[config.mk]
export PLATFORM = sky130hd
export DESIGN_NAME = led_strip_pattern_generator_flat
export DESIGN_NICKNAME = d
export VERILOG_FILES = /design/src/sv/lpg_pkg.sv /design/src/sv/lpg_if.sv /design/src/sv/led_strip_pattern_generator.sv /design/src/sv/lpg_front.sv /design/src/sv/lpg_fifo.sv /design/src/sv/lpg_back.sv /design/src/flat_wrapper.sv
export SDC_FILE = /design/constraint.sdc
export NUM_CORES = 1
export LEC_CHECK = 0
export BUFFER_PORTS_ARGS = -buffer_cell sky130_fd_sc_hd__buf_2
export CORE_MARGIN = 1.5
export CORE_UTILIZATION = 55
export CTS_BUF_LIST = sky130_fd_sc_hd__clkbuf_8 sky130_fd_sc_hd__clkbuf_16
export DETAILED_ROUTE_END_ITERATION = 7
export MAX_ROUTING_LAYER = met4
export PLACE_DENSITY = 0.86
export SLEW_MARGIN = 10
export SYNTH_ARGS = -nofsm -noshare
export SYNTH_HDL_FRONTEND = slang
export SYNTH_HIERARCHICAL = 1
export SYNTH_SLANG_ARGS = --single-unit
[constraint.sdc]
create_clock -name clock -period 6.4 [get_ports clock]
set_input_delay 0.64 -clock clock [delete_from_list [all_inputs] [get_ports clock]]
set_output_delay 0.64 -clock clock [all_outputs]
set_load 0.1 [all_outputs]
[src/sv/lpg_pkg.sv]
// ----------------------------------------------------------------------------
// lpg_pkg
// Shared types, codes and color tables of the led strip pattern generator.
// ----------------------------------------------------------------------------
`default_nettype none

package lpg_pkg;

   localparam int unsigned MAX_PIXELS_DEF = 64;
   localparam int unsigned QUEUE_DEPTH    = 2;
   localparam int unsigned CSR_INDEX_W    = 3;
   localparam int unsigned CSR_DATA_W     = 16;
   localparam int unsigned STEP_W         = 10;

   typedef enum logic [2:0] {
      MODE_SOLID,
      MODE_BLINK,
      MODE_SIGNAL,
      MODE_RACE,
      MODE_BOUNCE,
      MODE_SPLIT,
      MODE_BREATHE,
      MODE_RAINBOW
   } lpg_mode_type;

   typedef enum logic [2:0] {
      COLOR_RED,
      COLOR_ORANGE,
      COLOR_YELLOW,
      COLOR_GREEN,
      COLOR_BLUE,
      COLOR_VIOLET,
      COLOR_WHITE,
      COLOR_BLACK
   } lpg_color_type;

   typedef enum logic [CSR_INDEX_W-1:0] {
      CSR_COLOR_CODE,
      CSR_PATTERN_MODE,
      CSR_FAST_SPEED,
      CSR_STRIP_LENGTH,
      CSR_SLOW_PERIOD,
      CSR_FAST_PERIOD,
      CSR_BLINK_LIMIT
   } lpg_csr_type;

   typedef struct packed {
      logic [7:0] red;
      logic [7:0] green;
      logic [7:0] blue;
      logic [7:0] white;
   } lpg_rgbw_type;

   // one update tick after the front has stepped the pattern
   typedef struct packed {
      lpg_mode_type              mode;
      lpg_color_type             color;
      logic signed [STEP_W-1:0]  step;
      logic                      phase;
      logic [6:0]                len;
   } lpg_desc_type;

   typedef struct packed {
      logic full;
      logic empty;
   } lpg_q_stat_type;

   function automatic lpg_rgbw_type palette(input lpg_color_type c);
      lpg_rgbw_type v;
      unique case (c)
         COLOR_RED:    v = '{8'd255, 8'd0,   8'd0,   8'd0};
         COLOR_ORANGE: v = '{8'd255, 8'd32,  8'd0,   8'd0};
         COLOR_YELLOW: v = '{8'd255, 8'd128, 8'd0,   8'd0};
         COLOR_GREEN:  v = '{8'd0,   8'd255, 8'd0,   8'd0};
         COLOR_BLUE:   v = '{8'd0,   8'd0,   8'd255, 8'd0};
         COLOR_VIOLET: v = '{8'd255, 8'd0,   8'd255, 8'd0};
         COLOR_WHITE:  v = '{8'd0,   8'd0,   8'd0,   8'd255};
         COLOR_BLACK:  v = '{8'd0,   8'd0,   8'd0,   8'd0};
      endcase
      return v;
   endfunction

   // color wheel
   function automatic lpg_rgbw_type hue(input logic [7:0] pos);
      lpg_rgbw_type v;
      logic [7:0]   p;
      logic [7:0]   q;
      logic [9:0]   m;
      p = 8'd255 - pos;
      if (p < 8'd85) begin
         q = p;
      end else if (p < 8'd170) begin
         q = p - 8'd85;
      end else begin
         q = p - 8'd170;
      end
      m = {2'b00, q} * 10'd3;
      if (p < 8'd85) begin
         v = '{8'd255 - m[7:0], 8'd0, m[7:0], 8'd0};
      end else if (p < 8'd170) begin
         v = '{8'd0, m[7:0], 8'd255 - m[7:0], 8'd0};
      end else begin
         v = '{m[7:0], 8'd255 - m[7:0], 8'd0, 8'd0};
      end
      return v;
   endfunction

   // x / 255 for x up to 255 * 255
   function automatic logic [7:0] div255(input logic [15:0] x);
      logic [16:0] y;
      y = {1'b0, x} + {9'd0, x[15:8]} + 17'd1;
      return y[15:8];
   endfunction

endpackage

`default_nettype wire

[src/sv/lpg_if.sv]
// ----------------------------------------------------------------------------
// lpg_req_if / lpg_rsp_if
// Valid/ready channels of the led strip pattern generator.
// ----------------------------------------------------------------------------
`default_nettype none

interface lpg_req_if;
   logic        valid;
   logic        ready;
   logic [31:0] now_ms;

   modport source (output valid, output now_ms, input ready);
   modport sink   (input valid, input now_ms, output ready);
endinterface

interface lpg_rsp_if;
   logic       valid;
   logic       ready;
   logic [5:0] pixel_index;
   logic [7:0] red;
   logic [7:0] green;
   logic [7:0] blue;
   logic [7:0] white;
   logic       last_pixel;

   modport source (output valid, output pixel_index, output red, output green,
                   output blue, output white, output last_pixel, input ready);
   modport sink   (input valid, input pixel_index, input red, input green,
                   input blue, input white, input last_pixel, output ready);
endinterface

`default_nettype wire

[src/sv/led_strip_pattern_generator.sv]
// ----------------------------------------------------------------------------
// led_strip_pattern_generator
// Steps an LED strip pattern on each time tick and emits one RGBW word per
// pixel of the strip.
//
//   channel   dir   word                                   handshake
//   req_chan  in    now_ms                                 valid/ready
//   rsp_chan  out   pixel_index, red/green/blue/white,     valid/ready
//                   last_pixel
//   csr_*     in    csr_index, csr_wdata                   csr_we, no wait
//
// The front steps the pattern once per accepted tick and can run two ticks
// ahead through the queue. Per tick the back loads the descriptor, sets up,
// then emits one pixel per cycle unless rsp_chan stalls; rainbow first runs
// the bit-serial 256 / strip_length divider. A stalled rsp_chan holds the
// current pixel and the back waits. Reset is synchronous, active high.
// ----------------------------------------------------------------------------
`default_nettype none

module led_strip_pattern_generator #(
   parameter int unsigned MAX_PIXELS = lpg_pkg::MAX_PIXELS_DEF
) (
   input  wire                               clock,
   input  wire                               reset,
   lpg_req_if.sink                           req_chan,
   lpg_rsp_if.source                         rsp_chan,
   input  wire                               csr_we,
   input  wire [lpg_pkg::CSR_INDEX_W-1:0]    csr_index,
   input  wire [lpg_pkg::CSR_DATA_W-1:0]     csr_wdata
);

   logic                     push;
   logic                     pop;
   lpg_pkg::lpg_desc_type    push_data;
   lpg_pkg::lpg_desc_type    pop_data;
   lpg_pkg::lpg_q_stat_type  q_stat;

   lpg_front #(
      .MAX_PIXELS (MAX_PIXELS)
   ) u_front (
      .clock     (clock),
      .reset     (reset),
      .req       (req_chan),
      .csr_we    (csr_we),
      .csr_index (csr_index),
      .csr_wdata (csr_wdata),
      .q_stat    (q_stat),
      .q_push    (push),
      .q_data    (push_data)
   );

   lpg_fifo u_queue (
      .clock     (clock),
      .reset     (reset),
      .push      (push),
      .push_data (push_data),
      .pop       (pop),
      .pop_data  (pop_data),
      .stat      (q_stat)
   );

   lpg_back u_back (
      .clock  (clock),
      .reset  (reset),
      .q_data (pop_data),
      .q_stat (q_stat),
      .q_pop  (pop),
      .rsp    (rsp_chan)
   );

   assert property (@(posedge clock) disable iff (reset)
      push |-> (push_data.len >= 7'd1 && push_data.len <= 7'(MAX_PIXELS)))
      else $error("tick pushed with strip length out of range");

   assert property (@(posedge clock) disable iff (reset)
      push |-> (push_data.step >= -10'sd1 && push_data.step <= 10'sd256))
      else $error("tick pushed with step count out of range");

   assert property (@(posedge clock) disable iff (reset)
      (push && q_stat.empty) |=> !q_stat.empty)
      else $error("queue lost a tick pushed while empty");

endmodule

`default_nettype wire

[src/sv/lpg_front.sv]
// ----------------------------------------------------------------------------
// lpg_front
// Holds the control registers and pattern state; steps the pattern once per
// accepted tick and pushes a tick descriptor into the queue.
// ----------------------------------------------------------------------------
`default_nettype none

module lpg_front #(
   parameter int unsigned MAX_PIXELS = lpg_pkg::MAX_PIXELS_DEF
) (
   input  wire                                clock,
   input  wire                                reset,
   lpg_req_if.sink                            req,
   input  wire                                csr_we,
   input  wire [lpg_pkg::CSR_INDEX_W-1:0]     csr_index,
   input  wire [lpg_pkg::CSR_DATA_W-1:0]      csr_wdata,
   input  lpg_pkg::lpg_q_stat_type            q_stat,
   output logic                               q_push,
   output lpg_pkg::lpg_desc_type              q_data
);

   localparam int unsigned SW = lpg_pkg::STEP_W;

   lpg_pkg::lpg_color_type  working_color_ff, working_color_in;
   lpg_pkg::lpg_mode_type   working_mode_ff, working_mode_in;
   lpg_pkg::lpg_mode_type   prev_mode_ff, prev_mode_in;
   logic signed [SW-1:0]    step_ff, step_in;
   logic                    phase_ff, phase_in;
   logic [31:0]             due_ff, due_in;
   logic                    fast_speed_ff, fast_speed_in;
   logic [6:0]              strip_len_ff, strip_len_in;
   logic [15:0]             slow_period_ff, slow_period_in;
   logic [15:0]             fast_period_ff, fast_period_in;
   logic [7:0]              blink_limit_ff, blink_limit_in;

   logic                    accept;
   logic                    mode_chg;
   logic signed [SW-1:0]    s0, s_inc, s_n;
   logic                    p0, p_n;
   logic [31:0]             d0, due_n;
   logic [6:0]              len_c;
   logic signed [SW-1:0]    len_s, half_s, blink_s;
   logic                    is_sig, adv;
   logic [15:0]             period;
   lpg_pkg::lpg_color_type  wc_n;
   lpg_pkg::lpg_mode_type   wm_n;

   assign req.ready = !q_stat.full;
   assign accept    = req.valid && !q_stat.full;

   always_comb begin
      mode_chg = working_mode_ff != prev_mode_ff;
      s0       = mode_chg ? -SW'(1) : step_ff;
      p0       = mode_chg ? 1'b0 : phase_ff;
      d0       = mode_chg ? 32'd0 : due_ff;

      len_c = strip_len_ff;
      if (len_c == 7'd0) begin
         len_c = 7'd1;
      end
      if (len_c > 7'(MAX_PIXELS)) begin
         len_c = 7'(MAX_PIXELS);
      end
      len_s   = $signed({3'b000, len_c});
      half_s  = $signed({4'b0000, len_c[6:1]});
      blink_s = $signed({2'b00, blink_limit_ff});

      is_sig = working_mode_ff == lpg_pkg::MODE_SIGNAL;
      period = (fast_speed_ff || is_sig) ? fast_period_ff : slow_period_ff;
      adv    = (working_mode_ff != lpg_pkg::MODE_SOLID) && (req.now_ms > d0);
      due_n  = adv ? req.now_ms + {16'd0, period} : d0;
      s_inc  = s0 + $signed({{(SW-1){1'b0}}, adv});

      s_n  = s_inc;
      p_n  = p0;
      wc_n = working_color_ff;
      wm_n = working_mode_ff;
      unique case (working_mode_ff) inside
         lpg_pkg::MODE_SOLID: begin
            s_n = '0;
         end
         lpg_pkg::MODE_BLINK, lpg_pkg::MODE_SIGNAL: begin
            p_n = p0 ^ adv;
            s_n = s0 + $signed({{(SW-1){1'b0}}, is_sig & adv & p_n});
            // signal run is over: back to solid black
            if (s_n > blink_s) begin
               p_n  = 1'b0;
               s_n  = '0;
               wc_n = lpg_pkg::COLOR_BLACK;
               wm_n = lpg_pkg::MODE_SOLID;
            end
         end
         lpg_pkg::MODE_RACE: begin
            if (s_inc >= len_s) begin
               s_n = '0;
            end
         end
         lpg_pkg::MODE_BOUNCE: begin
            if (s_inc >= len_s) begin
               s_n = '0;
               p_n = ~p0;
            end
         end
         lpg_pkg::MODE_SPLIT: begin
            if (len_c[0] ? (s_inc > half_s) : (s_inc >= half_s)) begin
               s_n = '0;
            end
         end
         lpg_pkg::MODE_BREATHE: begin
            if (s_inc >= SW'(255)) begin
               s_n = '0;
               p_n = ~p0;
            end
         end
         lpg_pkg::MODE_RAINBOW: begin
            if (s_inc >= SW'(255)) begin
               s_n = '0;
            end
         end
      endcase
   end

   assign q_push       = accept;
   assign q_data.mode  = working_mode_ff;
   assign q_data.color = working_color_ff;
   assign q_data.step  = s_n;
   assign q_data.phase = p_n;
   assign q_data.len   = len_c;

   always_comb begin
      working_color_in = working_color_ff;
      working_mode_in  = working_mode_ff;
      prev_mode_in     = prev_mode_ff;
      step_in          = step_ff;
      phase_in         = phase_ff;
      due_in           = due_ff;
      fast_speed_in    = fast_speed_ff;
      strip_len_in     = strip_len_ff;
      slow_period_in   = slow_period_ff;
      fast_period_in   = fast_period_ff;
      blink_limit_in   = blink_limit_ff;

      if (accept) begin
         prev_mode_in     = working_mode_ff;
         step_in          = s_n;
         phase_in         = p_n;
         due_in           = due_n;
         working_color_in = wc_n;
         working_mode_in  = wm_n;
      end

      if (csr_we) begin
         unique case (lpg_pkg::lpg_csr_type'(csr_index))
            lpg_pkg::CSR_COLOR_CODE:
               working_color_in = lpg_pkg::lpg_color_type'(csr_wdata[2:0]);
            lpg_pkg::CSR_PATTERN_MODE:
               working_mode_in = lpg_pkg::lpg_mode_type'(csr_wdata[2:0]);
            lpg_pkg::CSR_FAST_SPEED:   fast_speed_in  = csr_wdata[0];
            lpg_pkg::CSR_STRIP_LENGTH: strip_len_in   = csr_wdata[6:0];
            lpg_pkg::CSR_SLOW_PERIOD:  slow_period_in = csr_wdata[15:0];
            lpg_pkg::CSR_FAST_PERIOD:  fast_period_in = csr_wdata[15:0];
            lpg_pkg::CSR_BLINK_LIMIT:  blink_limit_in = csr_wdata[7:0];
            default: ;
         endcase
      end
   end

   always_ff @(posedge clock) begin
      if (reset) begin
         working_color_ff <= lpg_pkg::COLOR_BLACK;
         working_mode_ff  <= lpg_pkg::MODE_SOLID;
         prev_mode_ff     <= lpg_pkg::MODE_SOLID;
         step_ff          <= -SW'(1);
         phase_ff         <= 1'b0;
         due_ff           <= 32'd0;
         fast_speed_ff    <= 1'b0;
         strip_len_ff     <= 7'd64;
         slow_period_ff   <= 16'd500;
         fast_period_ff   <= 16'd100;
         blink_limit_ff   <= 8'd3;
      end else begin
         working_color_ff <= working_color_in;
         working_mode_ff  <= working_mode_in;
         prev_mode_ff     <= prev_mode_in;
         step_ff          <= step_in;
         phase_ff         <= phase_in;
         due_ff           <= due_in;
         fast_speed_ff    <= fast_speed_in;
         strip_len_ff     <= strip_len_in;
         slow_period_ff   <= slow_period_in;
         fast_period_ff   <= fast_period_in;
         blink_limit_ff   <= blink_limit_in;
      end
   end

endmodule

`default_nettype wire

[src/sv/lpg_fifo.sv]
// ----------------------------------------------------------------------------
// lpg_fifo
// Short queue of tick descriptors between the front and the back.
// ----------------------------------------------------------------------------
`default_nettype none

module lpg_fifo (
   input  wire                       clock,
   input  wire                       reset,
   input  wire                       push,
   input  lpg_pkg::lpg_desc_type     push_data,
   input  wire                       pop,
   output lpg_pkg::lpg_desc_type     pop_data,
   output lpg_pkg::lpg_q_stat_type   stat
);

   localparam int unsigned DEPTH = lpg_pkg::QUEUE_DEPTH;
   localparam int unsigned AW    = $clog2(DEPTH);

   lpg_pkg::lpg_desc_type  mem_ff [DEPTH];
   logic [AW-1:0]          wr_ptr_ff, wr_ptr_in;
   logic [AW-1:0]          rd_ptr_ff, rd_ptr_in;
   logic [AW:0]            count_ff, count_in;

   assign stat.full  = count_ff == (AW+1)'(DEPTH);
   assign stat.empty = count_ff == '0;
   assign pop_data   = mem_ff[rd_ptr_ff];

   always_comb begin
      wr_ptr_in = wr_ptr_ff;
      rd_ptr_in = rd_ptr_ff;
      count_in  = count_ff;
      if (push) begin
         wr_ptr_in = (wr_ptr_ff == AW'(DEPTH - 1)) ? '0 : wr_ptr_ff + AW'(1);
      end
      if (pop) begin
         rd_ptr_in = (rd_ptr_ff == AW'(DEPTH - 1)) ? '0 : rd_ptr_ff + AW'(1);
      end
      if (push && !pop) begin
         count_in = count_ff + (AW+1)'(1);
      end else if (pop && !push) begin
         count_in = count_ff - (AW+1)'(1);
      end
   end

   always_ff @(posedge clock) begin
      if (reset) begin
         wr_ptr_ff <= '0;
         rd_ptr_ff <= '0;
         count_ff  <= '0;
      end else begin
         wr_ptr_ff <= wr_ptr_in;
         rd_ptr_ff <= rd_ptr_in;
         count_ff  <= count_in;
      end
      if (push) begin
         mem_ff[wr_ptr_ff] <= push_data;
      end
   end

endmodule

`default_nettype wire

[src/sv/lpg_back.sv]
// ----------------------------------------------------------------------------
// lpg_back
// Renders one queued tick into per-pixel RGBW words, one pixel per cycle
// while rsp is not stalled, through a registered output stage.
// ----------------------------------------------------------------------------
`default_nettype none

module lpg_back (
   input  wire                       clock,
   input  wire                       reset,
   input  lpg_pkg::lpg_desc_type     q_data,
   input  lpg_pkg::lpg_q_stat_type   q_stat,
   output logic                      q_pop,
   lpg_rsp_if.source                 rsp
);

   localparam int unsigned SW        = lpg_pkg::STEP_W;
   localparam int unsigned DIV_STEPS = 9;

   typedef enum logic [1:0] {
      ST_IDLE,
      ST_PREP,
      ST_DIVIDE,
      ST_RUN
   } state_type;

   state_type               state_ff, state_in;
   lpg_pkg::lpg_desc_type   desc_ff, desc_in;
   lpg_pkg::lpg_rgbw_type   col_ff, col_in;
   logic                    dark_ff, dark_in;
   logic [15:0]             prod_ff [4];
   logic [15:0]             prod_in [4];
   logic signed [SW-1:0]    pos_a_ff, pos_a_in;
   logic signed [SW-1:0]    pos_b_ff, pos_b_in;
   logic [8:0]              num_ff, num_in;
   logic [8:0]              quot_ff, quot_in;
   logic [6:0]              rem_ff, rem_in;
   logic [3:0]              dcnt_ff, dcnt_in;
   logic [8:0]              qacc_ff, qacc_in;
   logic [6:0]              racc_ff, racc_in;
   logic [5:0]              idx_ff, idx_in;
   logic                    rsp_valid_ff, rsp_valid_in;
   lpg_pkg::lpg_rgbw_type   pix_ff, pix_in;
   logic [5:0]              pidx_ff, pidx_in;
   logic                    last_ff, last_in;

   lpg_pkg::lpg_rgbw_type   col_c, pix_c;
   logic signed [SW-1:0]    st, len_s, half_s, idx_s;
   logic signed [SW:0]      lvl;
   logic [7:0]              level;
   logic [7:0]              trial;
   logic                    ge;
   logic [7:0]              rsum;
   logic                    lit, is_last, out_free;
   logic [7:0]              hpos;

   assign rsp.valid       = rsp_valid_ff;
   assign rsp.pixel_index = pidx_ff;
   assign rsp.red         = pix_ff.red;
   assign rsp.green       = pix_ff.green;
   assign rsp.blue        = pix_ff.blue;
   assign rsp.white       = pix_ff.white;
   assign rsp.last_pixel  = last_ff;

   always_comb begin
      st     = desc_ff.step;
      len_s  = $signed({3'b000, desc_ff.len});
      half_s = $signed({4'b0000, desc_ff.len[6:1]});
      idx_s  = $signed({4'b0000, idx_ff});
      col_c  = lpg_pkg::palette(desc_ff.color);

      // breathe level, clamped
      lvl = desc_ff.phase ? ((SW+1)'(255) - (SW+1)'(st)) : (SW+1)'(st);
      if (lvl < 0) begin
         level = 8'd0;
      end else if (lvl > (SW+1)'(255)) begin
         level = 8'd255;
      end else begin
         level = lvl[7:0];
      end

      trial    = {rem_ff, num_ff[8]};
      ge       = trial >= {1'b0, desc_ff.len};
      rsum     = {1'b0, racc_ff} + {1'b0, rem_ff};
      lit      = (pos_a_ff == idx_s) || (pos_b_ff == idx_s);
      is_last  = {1'b0, idx_ff} == (desc_ff.len - 7'd1);
      out_free = !rsp_valid_ff || rsp.ready;
      hpos     = qacc_ff[7:0] + st[7:0];

      unique case (desc_ff.mode) inside
         lpg_pkg::MODE_SOLID, lpg_pkg::MODE_BLINK, lpg_pkg::MODE_SIGNAL:
            pix_c = dark_ff ? '0 : col_ff;
         lpg_pkg::MODE_RACE, lpg_pkg::MODE_BOUNCE, lpg_pkg::MODE_SPLIT:
            pix_c = lit ? col_ff : '0;
         lpg_pkg::MODE_BREATHE:
            pix_c = '{lpg_pkg::div255(prod_ff[0]), lpg_pkg::div255(prod_ff[1]),
                      lpg_pkg::div255(prod_ff[2]), lpg_pkg::div255(prod_ff[3])};
         lpg_pkg::MODE_RAINBOW:
            pix_c = lpg_pkg::hue(hpos);
      endcase
   end

   always_comb begin
      state_in     = state_ff;
      desc_in      = desc_ff;
      col_in       = col_ff;
      dark_in      = dark_ff;
      prod_in      = prod_ff;
      pos_a_in     = pos_a_ff;
      pos_b_in     = pos_b_ff;
      num_in       = num_ff;
      quot_in      = quot_ff;
      rem_in       = rem_ff;
      dcnt_in      = dcnt_ff;
      qacc_in      = qacc_ff;
      racc_in      = racc_ff;
      idx_in       = idx_ff;
      rsp_valid_in = rsp_valid_ff && !rsp.ready;
      pix_in       = pix_ff;
      pidx_in      = pidx_ff;
      last_in      = last_ff;
      q_pop        = 1'b0;

      unique case (state_ff)
         ST_IDLE: begin
            if (!q_stat.empty) begin
               q_pop    = 1'b1;
               desc_in  = q_data;
               state_in = ST_PREP;
            end
         end
         ST_PREP: begin
            col_in     = col_c;
            dark_in    = ((desc_ff.mode == lpg_pkg::MODE_BLINK) ||
                          (desc_ff.mode == lpg_pkg::MODE_SIGNAL)) && !desc_ff.phase;
            prod_in[0] = {8'd0, col_c.red}   * {8'd0, level};
            prod_in[1] = {8'd0, col_c.green} * {8'd0, level};
            prod_in[2] = {8'd0, col_c.blue}  * {8'd0, level};
            prod_in[3] = {8'd0, col_c.white} * {8'd0, level};
            pos_a_in   = -SW'(1);
            pos_b_in   = -SW'(1);
            case (desc_ff.mode)
               lpg_pkg::MODE_RACE: begin
                  pos_a_in = st;
                  pos_b_in = st;
               end
               lpg_pkg::MODE_BOUNCE: begin
                  pos_a_in = desc_ff.phase ? (len_s - SW'(1) - st) : st;
                  pos_b_in = pos_a_in;
               end
               lpg_pkg::MODE_SPLIT: begin
                  if (desc_ff.len[0]) begin
                     pos_a_in = half_s + st;
                     pos_b_in = half_s - st;
                  end else begin
                     pos_a_in = half_s - st - SW'(1);
                     pos_b_in = half_s + st;
                  end
               end
               default: ;
            endcase
            num_in   = 9'h100;
            quot_in  = '0;
            rem_in   = '0;
            dcnt_in  = '0;
            qacc_in  = '0;
            racc_in  = '0;
            idx_in   = '0;
            state_in = (desc_ff.mode == lpg_pkg::MODE_RAINBOW) ? ST_DIVIDE : ST_RUN;
         end
         ST_DIVIDE: begin
            // 256 / len, one quotient bit per cycle
            rem_in  = ge ? 7'(trial - {1'b0, desc_ff.len}) : trial[6:0];
            quot_in = {quot_ff[7:0], ge};
            num_in  = {num_ff[7:0], 1'b0};
            dcnt_in = dcnt_ff + 4'd1;
            if (dcnt_ff == 4'(DIV_STEPS - 1)) begin
               state_in = ST_RUN;
            end
         end
         ST_RUN: begin
            if (out_free) begin
               rsp_valid_in = 1'b1;
               pix_in       = pix_c;
               pidx_in      = idx_ff;
               last_in      = is_last;
               idx_in       = idx_ff + 6'd1;
               // step i*256/len by quotient and remainder of 256/len
               if (rsum >= {1'b0, desc_ff.len}) begin
                  racc_in = 7'(rsum - {1'b0, desc_ff.len});
                  qacc_in = qacc_ff + quot_ff + 9'd1;
               end else begin
                  racc_in = rsum[6:0];
                  qacc_in = qacc_ff + quot_ff;
               end
               if (is_last) begin
                  state_in = ST_IDLE;
               end
            end
         end
      endcase
   end

   always_ff @(posedge clock) begin
      if (reset) begin
         state_ff     <= ST_IDLE;
         rsp_valid_ff <= 1'b0;
      end else begin
         state_ff     <= state_in;
         rsp_valid_ff <= rsp_valid_in;
      end
      desc_ff  <= desc_in;
      col_ff   <= col_in;
      dark_ff  <= dark_in;
      prod_ff  <= prod_in;
      pos_a_ff <= pos_a_in;
      pos_b_ff <= pos_b_in;
      num_ff   <= num_in;
      quot_ff  <= quot_in;
      rem_ff   <= rem_in;
      dcnt_ff  <= dcnt_in;
      qacc_ff  <= qacc_in;
      racc_ff  <= racc_in;
      idx_ff   <= idx_in;
      pix_ff   <= pix_in;
      pidx_ff  <= pidx_in;
      last_ff  <= last_in;
   end

endmodule

`default_nettype wire
[src/flat_wrapper.sv]
// flat-port wrapper written by rule: the top's interface ports become plain ports
module led_strip_pattern_generator_flat 
#(
   parameter int unsigned MAX_PIXELS = lpg_pkg::MAX_PIXELS_DEF
)
  (clock, reset, csr_we, csr_index, csr_wdata, req_chan_valid, req_chan_now_ms, req_chan_ready, rsp_chan_valid, rsp_chan_pixel_index, rsp_chan_red, rsp_chan_green, rsp_chan_blue, rsp_chan_white, rsp_chan_last_pixel, rsp_chan_ready);
  lpg_req_if req_chan_i ();
  lpg_rsp_if rsp_chan_i ();
  input  wire clock;
  input  wire reset;
  input  wire csr_we;
  input  wire [lpg_pkg::CSR_INDEX_W-1:0] csr_index;
  input  wire [lpg_pkg::CSR_DATA_W-1:0] csr_wdata;
  input wire logic [$bits(req_chan_i.valid)-1:0] req_chan_valid;
  input wire logic [$bits(req_chan_i.now_ms)-1:0] req_chan_now_ms;
  output wire logic [$bits(req_chan_i.ready)-1:0] req_chan_ready;
  output wire logic [$bits(rsp_chan_i.valid)-1:0] rsp_chan_valid;
  output wire logic [$bits(rsp_chan_i.pixel_index)-1:0] rsp_chan_pixel_index;
  output wire logic [$bits(rsp_chan_i.red)-1:0] rsp_chan_red;
  output wire logic [$bits(rsp_chan_i.green)-1:0] rsp_chan_green;
  output wire logic [$bits(rsp_chan_i.blue)-1:0] rsp_chan_blue;
  output wire logic [$bits(rsp_chan_i.white)-1:0] rsp_chan_white;
  output wire logic [$bits(rsp_chan_i.last_pixel)-1:0] rsp_chan_last_pixel;
  input wire logic [$bits(rsp_chan_i.ready)-1:0] rsp_chan_ready;
  assign req_chan_i.valid = req_chan_valid;
  assign req_chan_i.now_ms = req_chan_now_ms;
  assign req_chan_ready = req_chan_i.ready;
  assign rsp_chan_valid = rsp_chan_i.valid;
  assign rsp_chan_pixel_index = rsp_chan_i.pixel_index;
  assign rsp_chan_red = rsp_chan_i.red;
  assign rsp_chan_green = rsp_chan_i.green;
  assign rsp_chan_blue = rsp_chan_i.blue;
  assign rsp_chan_white = rsp_chan_i.white;
  assign rsp_chan_last_pixel = rsp_chan_i.last_pixel;
  assign rsp_chan_i.ready = rsp_chan_ready;
  led_strip_pattern_generator #(.MAX_PIXELS(MAX_PIXELS)) u_core (.clock(clock), .reset(reset), .req_chan(req_chan_i), .rsp_chan(rsp_chan_i), .csr_we(csr_we), .csr_index(csr_index), .csr_wdata(csr_wdata));
endmodule
==> summary.md <==
| Metric | Value |
|---|---|
| Outcome | `finished, final reports clean` |
| Worst slew pin tran | `~1200 ps` |
| CP Launch Type | `register` |
| Kind of critical path | `reg -> reg` |
| CTS root buf | `clkbuf_16` |
| Crit path time final | `6240 ps` |
| EDFF count, synth | `~240` |
| Vias in the first global route | `around 22k` |
| Worst slack, placed | `between 150 and 200 ps` |
| Critical path data arrival time | `~6600 ps` |
| CP endpoint kind | `register` |
| Max_cap viols | `0` |
| Die area | `roughly 53000 um2` |
| Area after DPL | `29900 um2` |
| Required @ worst endpoint | `~6700 ps` |
| TritonCTS clock tree | `yes` |
| Final Cell Area | `approximately 31000 um2` |
| RSZ-0062 raised after global routing | `true` |
| Final HPWL DP | `~50000 um` |
| Critical Path Max Stage Delay | `between 500 and 600 ps` |
| Via Count | `22.3k` |
| TritonCTS Buffers | `41` |
| Filler cell count | `4077` |
| Grt ovf | `0` |
| # setup viols final | `0` |
| Per-cell routed wire length | `17.7 um` |
| Initial Util | `a little under three fifths` |
| IO Port Bufs | `96` |
| CP max stage cell | `fa_1` |
| Maximum fanout along the worst path | `11` |
| Initial antenna violation count | `5` |
| Post-Syn Instances | `roughly 3.0k` |
| Antenna viol nets, final | `0` |
| Asr flop ratio synth | `0%` |
| First-pass GRT wire length | `between 100000 and 150000 um` |
| Syn Area/Cell | `roughly 9.7 um2` |
| Levels on crit path | `26` |
| Final Util | `61.1%` |
| Worst r2r dst | `u_core/u_back/prod_ff[29]$_DFFE_PP_` |
| Setup WS post-layout | `roughly 160 ps` |
| R2R Setup Slk | `160 ps` |
| Die width | `around 230 um` |
| Slew Limit Headroom | `20.6%` |
| Via density | `a little under 6` |
| Std-Cell Rows | `83` |
| Critical path endpoint | `u_core/u_back/prod_ff[29]$_DFFE_PP_` |
| Final hold viol count | `0` |
| Syn. warnings | `6` |
| Synth top cells by count | `ha_1, nand2_1, inv_1, edfxtp_1, a21oi_1` |
| FF-to-FF path depth | `26` |
| Clk slew on worst S/H paths | `about 60 ps` |
| Yosys top cell by area | `edfxtp_1` |
| DRT iter0 DRCs | `a little under 2k` |
| Worst-skew pair later-pin latency | `between 500 and 600 ps` |
| CTS max path bufs | `3` |
| Synthesis-stage register bit count | `357` |
| # IOs | `between 90 and 100` |
| Top_reg_cell synth | `edfxtp_1` |
| Layout cells sized above 1 | `between 10% and 20%` |
| Worst Setup SP | `u_core/u_back/st[9]$_DFFE_PP_` |
| Largest net degree at the start of global routing | `between 80 and 90` |
| Gpl congestion | `about 0.95` |
| Ratio of final minimum period to clock period | `between 90 and 100%` |
| Drt pass-1 iters | `6` |
| Hold Crit Class | `in -> reg` |
| Post-Route WL | `66700 um` |
| Netlist cell types | `a little over 100` |
| Most frequent cell after synthesis | `ha_1` |
| Die height | `between 200 and 250 um` |
| Nets@finish | `~3.5k` |
| CTS sink count | `357` |
| Top cell family by delay on the critical path | `adder cells` |
| Final Max Tran Viols | `0` |
| Mapped cell area | `28600 um2` |
| Core ar. | `between 50000 and 60000 um2` |
| Final Skew | `15.9 ps` |
| CP Buf/Inv Count | `5` |
| Syn nets | `~3.4k` |
| Fmax | `roughly 160 MHz` |
| Largest cells by area after synthesis | `edfxtp_1, ha_1, dfxtp_1` |
| DRC viols | `0` |
| GRT Total Usage | `between 20% and 30%` |
| RR Startpoint | `u_core/u_back/st[9]$_DFFE_PP_` |
| Top cell type's share of synthesized area | `between 20% and 30%` |
| Seq/Total Area, Yosys | `approximately a third` |
| CTS H-tree lvls | `2` |
| Area grow syn2layout | `9.52%` |
[worst reg2reg max path: cells and delay by family (launching register included)]
kind / cells / cell delay, ps
adder cells (fa/ha/maj): 5 / 1960
buffers and inverters: 5 / 540
flip-flops: 1 / 480
AND/OR/NAND/NOR: 7 / 1230
XOR/XNOR: 1 / 80
AO/OA/AOI/OAI: 8 / 1700
[cell usage in the layout, fill, tap and decap left out, types with 13 or more instances in the layout]
cell type,Yosys,final
o21bai_1,27,27
a21oi_1,170,169
nor3_1,56,55
nand3b_1,18,18
a22o_1,20,20
o21ai_0,115,114
and2_1,74,74
edfxtp_1,243,243
and3_1,17,16
o211ai_1,19,19
a211oi_1,14,14
mux2_2,42,42
nand4_1,23,23
nor2b_1,45,42
a31oi_1,17,17
nand3_1,51,51
inv_1,267,271
nand2_1,279,279
o221ai_1,13,13
mux2i_1,32,32
fa_1,84,84
ha_1,343,341
o21a_1,35,34
clkbuf_16,0,41
xor2_1,86,86
buf_2,13,96
nand2b_1,33,33
xnor2_1,168,167
a31o_2,14,14
or2_2,13,13
a21o_1,56,55
nor2_1,165,164
buf_4,7,50
a22oi_1,18,18
dfxtp_1,114,114
[flip-flops by register name, summed over array words and instances, names as in the netlist, 10 cells and up, named ones only]
name / count
u_core/u_back/prod_ff: 64
u_core/u_front/step_ff: 10
u_core/u_front/due_ff: 32
u_core/u_back/desc_ff: 14
u_core/u_back/pos_b_ff: 10
u_core/u_front/fast_period_ff: 16
u_core/u_queue/mem_ff: 48
u_core/u_front/slow_period_ff: 16
u_core/u_back/pos_a_ff: 10
u_core/u_back/st: 10
[kinds of logic after synthesis]
logic type / after synthesis / synth area share (%)
AND/OR/NAND/NOR: 837 / 14.4
AO/OA/AOI/OAI: 637 / 15.1
adder cells (fa/ha/maj): 428 / 20.9
buffers and inverters: 367 / 5.15
flip-flops: 357 / 33.5
XOR/XNOR: 261 / 8.18
multiplexers: 74 / 2.77
[timing repair]
item,in CTS,in global routing
hold buffers,0,0
setup endpoints to repair,0,20
resized for setup,0,12
buffers inserted,0,6
[stage by stage]
step,setup TNS [ps],hold WS [ps],instances
floorplan,0,406,2961
global placement,0,438,3683
detailed placement,0,444,3683
CTS,0,293,3754
global route,-354,332,3765
finish,0,319,3765
[layout make-up]
type	instances	area [um2]	share of cell area (%)
Inverter	268	1010	3.21
Multi-Input combinational cell	2237	17600	56.3
Tap cell	680	851	2.72
Sequential cell	357	9580	30.6
Clock buffer	44	1070	3.41
Clock inverter	27	302	0.963
Antenna cell	5	12.5	0.0399
Timing Repair Buffer	147	876	2.80
[how the worst min path moves through the flow]
stage,startpoint,endpoint,cells after the start
floorplan,u_core/u_back/col_c[21]$_SDFF_PP0_,u_core/u_back/col_ff[21]$_DFFE_PP_,0
global placement,u_core/u_front/slow_period_ff[9]$_SDFFE_PP0P_,u_core/u_front/slow_period_ff[9]$_SDFFE_PP0P_,2
detailed placement,u_core/u_front/fast_period_ff[4]$_SDFFE_PP0P_,u_core/u_front/fast_period_ff[4]$_SDFFE_PP0P_,2
CTS,csr_wdata[8],u_core/u_front/slow_period_ff[8]$_SDFFE_PP1P_,3
global route,csr_wdata[8],u_core/u_front/slow_period_ff[8]$_SDFFE_PP1P_,3
finish,csr_wdata[8],u_core/u_front/slow_period_ff[8]$_SDFFE_PP1P_,3
[layer usage]
metal  global-route usage [%]  routed length [um]  vias to the layer above
met5                        -                   0                        -
met4                     8.84                2020                        0
met3                     3.26                4160                      142
met2                     43.7               32900                      818
met1                     31.1               27600                    10700
li1                         -                   -                    10700
Power is left out: the tool's default activity adds up to more than one toggle a clock period on the data nets, which glitch-free logic cannot reach.
